<file path="config.mk">
export PLATFORM = sky130hd
export DESIGN_NAME = date_time_text_parser_core
export DESIGN_NICKNAME = d
export VERILOG_FILES = /design/src/hdl/dtp_pkg.sv /design/src/hdl/date_time_text_parser_core.sv
export SDC_FILE = /design/constraint.sdc
export NUM_CORES = 1
export LEC_CHECK = 0
export BUFFER_PORTS_ARGS = -buffer_cell sky130_fd_sc_hd__buf_2
export CAP_MARGIN = 20
export CORE_ASPECT_RATIO = 0.8
export CORE_MARGIN = 2
export CORE_UTILIZATION = 59
export CTS_BUF_LIST = sky130_fd_sc_hd__clkbuf_16
export DETAILED_ROUTE_END_ITERATION = 6
export GPL_ROUTABILITY_DRIVEN = 0
export PLACE_DENSITY = 0.79
export SYNTH_ARGS = -nofsm -noshare
export SYNTH_HDL_FRONTEND = slang
export SYNTH_SLANG_ARGS = --single-unit
</file>
<file path="constraint.sdc">
create_clock -name clk -period 5.45 [get_ports clk]
set_input_delay 0.545 -clock clk [delete_from_list [all_inputs] [get_ports clk]]
set_output_delay 0.545 -clock clk [all_outputs]
set_load 0.02 [all_outputs]
</file>
<file path="src/hdl/dtp_pkg.sv">
`timescale 1ns / 1ps
// Shared types and constants for the date/time text parser.
// No dependencies; imported by date_time_text_parser_core and its testbench.
package dtp_pkg;

  // Parse position within "[ ]M[M]/D[D]/YY[ ]H[H]:M[M]:SS[ ]am|pm"
  typedef enum logic [4:0] {
    PH_START  = 5'd0,
    PH_MON1   = 5'd1,
    PH_MON2   = 5'd2,
    PH_MONSEP = 5'd3,
    PH_DAT1   = 5'd4,
    PH_DAT2   = 5'd5,
    PH_DATSEP = 5'd6,
    PH_YR1    = 5'd7,
    PH_YR2    = 5'd8,
    PH_HRSP   = 5'd9,
    PH_HR1    = 5'd10,
    PH_HR2    = 5'd11,
    PH_HRSEP  = 5'd12,
    PH_MIN1   = 5'd13,
    PH_MIN2   = 5'd14,
    PH_MINSEP = 5'd15,
    PH_SEC1   = 5'd16,
    PH_SEC2   = 5'd17,
    PH_APSP   = 5'd18,
    PH_AP     = 5'd19,
    PH_M      = 5'd20
  } phase_t;

  localparam logic [7:0] CH_0     = 8'd48;
  localparam logic [7:0] CH_9     = 8'd57;
  localparam logic [7:0] CH_SPACE = 8'h20;
  localparam logic [7:0] CH_SLASH = 8'h2F;
  localparam logic [7:0] CH_COLON = 8'h3A;
  localparam logic [7:0] CH_A     = 8'h61;
  localparam logic [7:0] CH_P     = 8'h70;
  localparam logic [7:0] CH_M     = 8'h6D;

  localparam logic [6:0] MAX_MONTH = 7'd12;
  localparam logic [6:0] MAX_DATE  = 7'd31;
  localparam logic [6:0] MAX_YEAR  = 7'd99;
  localparam logic [6:0] MAX_HOURS = 7'd12;
  localparam logic [6:0] MAX_MS    = 7'd59;

  localparam int OUT_DATA_W = 40;

endpackage

</file>
<file path="src/hdl/date_time_text_parser_core.sv">
`timescale 1ns / 1ps
// Date/time text parser: one ASCII character per transfer, one verdict per string.
// Depends on dtp_pkg (phase type, character codes, range limits).
//
// Channel  | Dir | tdata                          | tuser | tlast
// ---------+-----+--------------------------------+-------+------
// in_      | in  | [7:0] character                | first | last
// out_     | out | held time (see port comment)   | ok    | -
//
// Cycles: one character per clock unless stalled; parsed in the cycle it is
// accepted; its verdict (if any) sits in the output register the next cycle.
// Throughput is set by the single output register: in_tready is high when the
// register is empty or being drained, so with out_tready high the block takes
// a character every cycle.
// Reset (rst_n low, synchronous): parser idle waiting for a first-marked
// character, held time cleared to zero, output register empty.
// Stalls: a held verdict stalls input only while out_tready is low.
module date_time_text_parser_core
  import dtp_pkg::*;
(
  input  logic        clk,
  input  logic        rst_n,
  // input character stream
  input  logic        in_tvalid,
  output logic        in_tready,
  input  logic [7:0]  in_tdata,   // [7:0] character
  input  logic        in_tuser,   // first: restarts the parser
  input  logic        in_tlast,   // last: undecided string fails here
  // verdict stream
  output logic        out_tvalid,
  input  logic        out_tready,
  output logic [OUT_DATA_W-1:0] out_tdata, // [3:0] month, [8:4] date, [15:9] year,
                                           // [19:16] hours, [25:20] minutes,
                                           // [31:26] seconds, [32] pm, [39:33] zero
  output logic        out_tuser   // ok: string accepted, held time updated
);

  // ---------------------------------------------------------------- state
  phase_t     phase_r, phase_nxt;
  logic       decided_r, decided_nxt;
  logic [6:0] acc_r, acc_nxt;
  logic [6:0] pend_month_r, pend_month_nxt;
  logic [6:0] pend_date_r, pend_date_nxt;
  logic [6:0] pend_year_r, pend_year_nxt;
  logic [6:0] pend_hours_r, pend_hours_nxt;
  logic [6:0] pend_min_r, pend_min_nxt;
  logic       pend_pm_r, pend_pm_nxt;

  // held time, last accepted string
  logic [3:0] held_month_r, held_month_nxt;
  logic [4:0] held_date_r, held_date_nxt;
  logic [6:0] held_year_r, held_year_nxt;
  logic [3:0] held_hours_r, held_hours_nxt;
  logic [5:0] held_min_r, held_min_nxt;
  logic [5:0] held_sec_r, held_sec_nxt;
  logic       held_pm_r, held_pm_nxt;

  // output register
  logic                  out_valid_r;
  logic                  out_ok_r;
  logic [OUT_DATA_W-1:0] out_data_r;

  // ---------------------------------------------------------------- parse step
  logic       in_fire;
  logic       live;       // string open: restarted now or not yet decided
  phase_t     ph;         // effective phase for this character
  logic [7:0] c;
  logic       is_dig;
  logic [3:0] dval;
  logic [9:0] acc_sum;
  logic [6:0] two_dig;
  logic [7:0] sep;
  logic       store_sep;  // separator closes a field
  logic       rej;
  logic       accept;
  logic       emit;
  logic       in_range;

  assign in_fire   = in_tvalid && in_tready;
  assign in_tready = !out_valid_r || out_tready;

  always_comb begin
    c       = in_tdata;
    ph      = in_tuser ? PH_START : phase_r;
    live    = in_tuser || !decided_r;
    is_dig  = (c >= CH_0) && (c <= CH_9);
    dval    = is_dig ? c[3:0] : 4'd0;
    // acc*10 + digit, kept to 7 bits
    acc_sum = {acc_r, 3'b000} + {2'b00, acc_r, 1'b0} + {6'd0, dval};
    two_dig = acc_sum[6:0];
    sep     = (ph == PH_MON2 || ph == PH_DAT2 || ph == PH_MONSEP || ph == PH_DATSEP) ?
              CH_SLASH : CH_COLON;
    in_range = (pend_month_r <= MAX_MONTH) && (pend_date_r <= MAX_DATE) &&
               (pend_year_r <= MAX_YEAR) && (pend_hours_r <= MAX_HOURS) &&
               (pend_min_r <= MAX_MS) && (acc_r <= MAX_MS);

    phase_nxt      = phase_r;
    acc_nxt        = acc_r;
    pend_month_nxt = pend_month_r;
    pend_date_nxt  = pend_date_r;
    pend_year_nxt  = pend_year_r;
    pend_hours_nxt = pend_hours_r;
    pend_min_nxt   = pend_min_r;
    pend_pm_nxt    = pend_pm_r;
    store_sep      = 1'b0;
    rej            = 1'b0;
    accept         = 1'b0;

    case (ph)
      PH_START: begin
        if (c == CH_SPACE) begin
          phase_nxt = PH_MON1;
        end else if (is_dig) begin
          acc_nxt   = {3'd0, dval};
          phase_nxt = PH_MON2;
        end else begin
          rej = 1'b1;
        end
      end
      PH_MON1, PH_DAT1, PH_YR1, PH_HR1, PH_MIN1, PH_SEC1: begin
        if (is_dig) begin
          acc_nxt   = {3'd0, dval};
          phase_nxt = phase_t'(ph + 5'd1);
        end else begin
          rej = 1'b1;
        end
      end
      PH_MON2, PH_DAT2, PH_HR2, PH_MIN2: begin
        if (is_dig) begin
          acc_nxt   = two_dig;
          phase_nxt = phase_t'(ph + 5'd1);
        end else if (c == sep) begin
          // single-digit field: separator closes it right away
          store_sep = 1'b1;
          phase_nxt = phase_t'(ph + 5'd2);
        end else begin
          rej = 1'b1;
        end
      end
      PH_MONSEP, PH_DATSEP, PH_HRSEP, PH_MINSEP: begin
        if (c == sep) begin
          store_sep = 1'b1;
          phase_nxt = phase_t'(ph + 5'd1);
        end else begin
          rej = 1'b1;
        end
      end
      PH_YR2: begin
        if (is_dig) begin
          pend_year_nxt = two_dig;
          phase_nxt     = PH_HRSP;
        end else begin
          rej = 1'b1;
        end
      end
      PH_HRSP: begin
        if (c == CH_SPACE) begin
          phase_nxt = PH_HR1;
        end else if (is_dig) begin
          acc_nxt   = {3'd0, dval};
          phase_nxt = PH_HR2;
        end else begin
          rej = 1'b1;
        end
      end
      PH_SEC2: begin
        if (is_dig) begin
          acc_nxt   = two_dig;
          phase_nxt = PH_APSP;
        end else begin
          rej = 1'b1;
        end
      end
      PH_APSP, PH_AP: begin
        if (ph == PH_APSP && c == CH_SPACE) begin
          phase_nxt = PH_AP;
        end else if (c == CH_A) begin
          pend_pm_nxt = 1'b0;
          phase_nxt   = PH_M;
        end else if (c == CH_P) begin
          pend_pm_nxt = 1'b1;
          phase_nxt   = PH_M;
        end else begin
          rej = 1'b1;
        end
      end
      PH_M: begin
        if (c == CH_M && in_range) begin
          accept = 1'b1;
        end else begin
          rej = 1'b1;
        end
      end
      default: begin
        rej = 1'b1;
      end
    endcase

    if (store_sep) begin
      case (ph)
        PH_MON2, PH_MONSEP: pend_month_nxt = acc_r;
        PH_DAT2, PH_DATSEP: pend_date_nxt  = acc_r;
        PH_HR2, PH_HRSEP:   pend_hours_nxt = acc_r;
        default:            pend_min_nxt   = acc_r;
      endcase
    end

    emit        = live && (rej || accept || in_tlast);
    decided_nxt = live ? (rej || accept || in_tlast) : decided_r;

    held_month_nxt = accept ? pend_month_r[3:0] : held_month_r;
    held_date_nxt  = accept ? pend_date_r[4:0]  : held_date_r;
    held_year_nxt  = accept ? pend_year_r       : held_year_r;
    held_hours_nxt = accept ? pend_hours_r[3:0] : held_hours_r;
    held_min_nxt   = accept ? pend_min_r[5:0]   : held_min_r;
    held_sec_nxt   = accept ? acc_r[5:0]        : held_sec_r;
    held_pm_nxt    = accept ? pend_pm_r         : held_pm_r;
  end

  // ---------------------------------------------------------------- registers
  always_ff @(posedge clk) begin
    if (!rst_n) begin
      phase_r      <= PH_START;
      decided_r    <= 1'b1;
      acc_r        <= 7'd0;
      pend_month_r <= 7'd0;
      pend_date_r  <= 7'd0;
      pend_year_r  <= 7'd0;
      pend_hours_r <= 7'd0;
      pend_min_r   <= 7'd0;
      pend_pm_r    <= 1'b0;
      held_month_r <= 4'd0;
      held_date_r  <= 5'd0;
      held_year_r  <= 7'd0;
      held_hours_r <= 4'd0;
      held_min_r   <= 6'd0;
      held_sec_r   <= 6'd0;
      held_pm_r    <= 1'b0;
    end else if (in_fire && live) begin
      phase_r      <= phase_nxt;
      decided_r    <= decided_nxt;
      acc_r        <= acc_nxt;
      pend_month_r <= pend_month_nxt;
      pend_date_r  <= pend_date_nxt;
      pend_year_r  <= pend_year_nxt;
      pend_hours_r <= pend_hours_nxt;
      pend_min_r   <= pend_min_nxt;
      pend_pm_r    <= pend_pm_nxt;
      held_month_r <= held_month_nxt;
      held_date_r  <= held_date_nxt;
      held_year_r  <= held_year_nxt;
      held_hours_r <= held_hours_nxt;
      held_min_r   <= held_min_nxt;
      held_sec_r   <= held_sec_nxt;
      held_pm_r    <= held_pm_nxt;
    end
  end

  // output register: loads a verdict, clears when taken
  always_ff @(posedge clk) begin
    if (!rst_n) begin
      out_valid_r <= 1'b0;
    end else if (in_fire && emit) begin
      out_valid_r <= 1'b1;
    end else if (out_tready) begin
      out_valid_r <= 1'b0;
    end
  end

  always_ff @(posedge clk) begin
    if (in_fire && emit) begin
      out_ok_r   <= accept;
      out_data_r <= {7'd0, held_pm_nxt, held_sec_nxt, held_min_nxt, held_hours_nxt,
                     held_year_nxt, held_date_nxt, held_month_nxt};
    end
  end

  assign out_tvalid = out_valid_r;
  assign out_tuser  = out_ok_r;
  assign out_tdata  = out_data_r;

  // ---------------------------------------------------------------- assertions
  // accepted verdicts always carry an in-range time
  a_ok_in_range: assert property (@(posedge clk) disable iff (!rst_n)
    (out_tvalid && out_tuser) |->
      (out_tdata[3:0] <= 4'd12) && (out_tdata[8:4] <= 5'd31) &&
      (out_tdata[19:16] <= 4'd12) && (out_tdata[25:20] <= 6'd59) &&
      (out_tdata[31:26] <= 6'd59))
    else $error("accepted time out of range");

  // a last character of an open string always yields a verdict
  a_last_emits: assert property (@(posedge clk) disable iff (!rst_n)
    (in_fire && in_tlast && (in_tuser || !decided_r)) |=> out_tvalid)
    else $error("open string ended without verdict");

  // held time moves only on an accepted string
  a_held_stable: assert property (@(posedge clk) disable iff (!rst_n)
    !(in_fire && live && accept) |=>
      ($stable(held_month_r) && $stable(held_date_r) && $stable(held_year_r) &&
       $stable(held_hours_r) && $stable(held_min_r) && $stable(held_sec_r) &&
       $stable(held_pm_r)))
    else $error("held time changed without acceptance");

endmodule

</file>
==> impl_results.md <==
- Mapped Area: between 0.006 and 0.007 mm2
- Worst path arrival time: between 3 and 4 ns
- CTS resizes: 0
- Die width: ~120 um
- CTS root buffer: clkbuf_16
- WL/cell: around 18 um
- Worst-Margin Slew: between 1 and 1.5 ns
- CTS Hold Buffers Added: 0
- Fin crit period: 3.670 ns
- Via density: 6.054
- Hold Path Cell Cnt: 2
- Leak: ~2.6 nW
- DRC: 0
- Yosys warnings: 0
- Wl on met1: between 6 and 7 mm
- # rows: 32
- FF-to-FF End: out_tdata[25]
- Max-slew violations: 0
- Fin crit share: between 60% and 70%
- Crit-path cells: nor2b_1 > nand3_1 > nor2_1 > ha_1 > a41o_1 > a31oi_1 > a22oi_1 > nor3_1 > a21oi_4 > buf_16
- All-Layer GR Usage: between 20% and 30%
- Fmax: 0.2725 GHz
- Clk_lat worst skew: between 0.4 and 0.5 ns
- Initial antenna violation count: 0
- H-tree Lvls: 4
- PD cells: ~320 mW/mm2
- Worst reg2reg path depth: 10
- First DRT Iteration DRCs: approximately 370
- Vias in the first global route: between 4000 and 5000
- Overflow after GRT: 0
- Port Buffer Count: 49
- Core ar.: a little under 0.01 mm2
- Outcome: complete, no violations
- Share of post-route cells with drive strength above 1: between 20% and 30%
- CTS Sinks: about 120
- Kind of cell adding the most delay to the critical path: compound AO/OA/AOI/OAI gates
- First-pass detailed-route iteration total: 5
- Worst Hold Path EP: held_min_r[5]
- P&R area growth vs syn: 13.91%
- Setup Skew: around 0.0094 ns
- Count of different cell masters after synthesis: 73
- Met2 WL post-DR: around 6.5 mm
- N_diodes: 0
- Critical Path Fanout Max: 29
- EDFF count, synth: 34
- Initial Utilization: 61.51%
- I/O Pins: 57
- Die H: 94.27 um
- Met3 WL: 986 um
- Dpl hpwl: 9.036 mm
- Critical Path Sink Type: register
- MaxCap Viol Count: 0
- Layout Nets: 657
- Ys async rst share: 0%
- Worst VDD drop: 0.2787 mV
- Die area: 0.01101 mm2
- Setup violators final: 0
- Register area share after synthesis: roughly 45%
- Final WL: ~14 mm
- CP peak stage delay: between 0.8 and 0.9 ns
- Worst min path class: register to register
- Clk buf depth: 2
- R2R setup slack: between 1.5 and 2 ns
- Final TNS setup: 0 ns
- Crit-path slowest cell: dfxtp_1
- Critical path required time: 5.57 ns
- CTS tree: yes
- Post-synth top flop: dfxtp_1
- Unrepaired setup endpoints after global routing: no
- Largest net degree at the start of global routing: 50
- Post-Syn Area per Cell: ~10 um2
- Synthesized flop and latch total: 117
- Worst path buffer plus inverter count: 1
- # Post-CTS Setup Buffers: 0
- First-pass GRT wire length: 23.05 mm
- Worst-path clk slew: 0.05 ns
- Cells after Synth: between 600 and 700
- Critical path launch point type: register
- Routed Antenna Nets: 0
- Placed Area: 0.006225 mm2
- Kind of critical path: register to register
- Slew headroom: 28.68%
- Max layer used: met4
- R2R Path Start: phase_r[1]
- Hold Violations, Final: 0
- Via count: around 4700
- Post-route cell area: 0.006845 mm2
- CTS buffer count: 17
- Hold Path Origin: held_min_r[5]
power breakdown:
group          leakage, nW  switching (W)  internal, W
logic                 1.26      0.0000726    0.0000350
clock network        0.299       0.000399     0.000759
registers             1.00     0.00000786     0.000910
worst reg2reg max path, stage by stage (launching register included):
cell     delay [ns]
dfxtp_1        0.88
nor2b_1        0.34
nand3_1        0.13
nor2_1         0.15
ha_1           0.24
a41o_1         0.12
a31oi_1        0.10
a22oi_1        0.41
nor3_1         0.16
a21oi_4        0.59
buf_16         0.24
kinds of logic after synthesis:
kind of cell    Yosys count  share of synthesized area [%]
mux                      59                          10.60
simple gates            212                          18.59
fa+ha+maj                11                          2.540
other cells               1                        0.06240
buf+inv                  57                          5.163
flops                   117                          44.64
compound gates          135                          16.66
xor+xnor                 12                          1.749
through the flow:
| stage | setup WS (ns) | util [%] | power [W] | hold slack (ns) | std cells |
|---|---|---|---|---|---|
| floorplan | 1.352 | - | 0.001011 | 0.4282 | 610 |
| CTS | 1.811 | 69.99 | 0.002190 | 0.4480 | 780 |
| detailed placement | 1.844 | 63.72 | 0.001042 | 0.4412 | 748 |
| global route | 1.513 | 70.07 | 0.002239 | 0.4682 | 781 |
| finish | 1.780 | 70.07 | 0.002183 | 0.4439 | 781 |
| global placement | 1.720 | 63.43 | 0.001036 | 0.4341 | 747 |
worst max-delay path by stage:
| stage | start | cells after the start | endpoint | slack, ns |
|---|---|---|---|---|
| after floorplan | phase_r[3] | 11 | out_tdata[0] | 1.35 |
| after global placement | phase_r[1] | 9 | out_tdata[10] | 1.72 |
| after detailed placement | phase_r[1] | 10 | out_tdata[25] | 1.84 |
| after CTS | phase_r[1] | 10 | out_tdata[5] | 1.81 |
| after global routing | phase_r[2] | 8 | held_sec_r[4] | 1.51 |
| final | phase_r[1] | 10 | out_tdata[25] | 1.78 |
synth_stat cells, types with 5 or more instances:
| master | count | area share, % |
|---|---|---|
| nor2b_1 | 17 | 1.8 |
| nor2_1 | 16 | 1.0 |
| a21boi_1 | 24 | 3.0 |
| and3_1 | 5 | 0.52 |
| inv_1 | 5 | 0.31 |
| xnor2_1 | 8 | 1.2 |
| o211ai_1 | 20 | 2.5 |
| nand2_1 | 101 | 6.3 |
| edfxtp_1 | 34 | 17 |
| o21ai_0 | 14 | 1.2 |
| o31ai_1 | 14 | 1.7 |
| buf_4 | 12 | 1.5 |
| a21boi_0 | 16 | 2.0 |
| and2_1 | 7 | 0.73 |
| nor3_1 | 6 | 0.50 |
| nand2b_1 | 10 | 1.0 |
| buf_6 | 5 | 0.94 |
| a21oi_1 | 7 | 0.58 |
| nand3_1 | 13 | 1.1 |
| dfxtp_1 | 83 | 28 |
| ha_1 | 9 | 1.9 |
| o211a_1 | 5 | 0.83 |
| mux2i_1 | 22 | 3.7 |
| mux2_2 | 37 | 6.9 |
| buf_2 | 11 | 0.92 |
| clkbuf_1 | 23 | 1.4 |
| nor4_1 | 5 | 0.52 |
layout make-up:
type	instances	area [um2]
multi-input cells	436	3050
fillers	757	2924
flip-flops and latches	117	2683
clock buffers	17	425.4
repair buffers	55	310.3
clock inverters	15	187.7
well taps	136	170.2
inverters	5	18.77
sequential cells by signal, indices dropped and copies added (netlist names), 4 cells and up:
register      flops
acc_r             7
held_date_r       5
held_hours_r      4
held_min_r        6
held_month_r      4
held_sec_r        6
held_year_r       7
out_tdata        33
pend_date_r       7
pend_hours_r      7
pend_min_r        7
pend_month_r      7
pend_year_r       7
phase_r           5
layer usage:
| layer | global-route usage, % | vias to the layer above |
|---|---|---|
| met5 | 0 | - |
| met4 | 9.706 | 0 |
| met3 | 6.645 | 26 |
| met2 | 42.49 | 207 |
| met1 | 36.54 | 2253 |
| li1 | - | 2242 |
cell usage in the layout (no fill, tap or decap), types with 3 or more instances in the layout:
cell type and count:
nand2_1 101, dfxtp_1 83, buf_2 49, mux2_2 37
edfxtp_1 34, a21boi_1 24, mux2i_1 22, o211ai_1 20
nor2b_1 17, clkbuf_16 17, nor2_1 16, a21boi_0 16
o21ai_0 14, o31ai_1 14, nand3_1 13, nand2b_1 10
ha_1 9, xnor2_1 8, and2_1 7, conb_1 7
inv_1 6, nor3_1 6, a21oi_1 6, nor4_1 5
and3_1 5, o211a_1 5, nand4_1 4, xor2_1 4
a31oi_1 4, nand3b_1 4, bufinv_16 4, buf_4 4
nor4_4 3, a211oi_1 3, o21a_1 3, clkinv_2 3
Power figures use the tool's default switching activity.
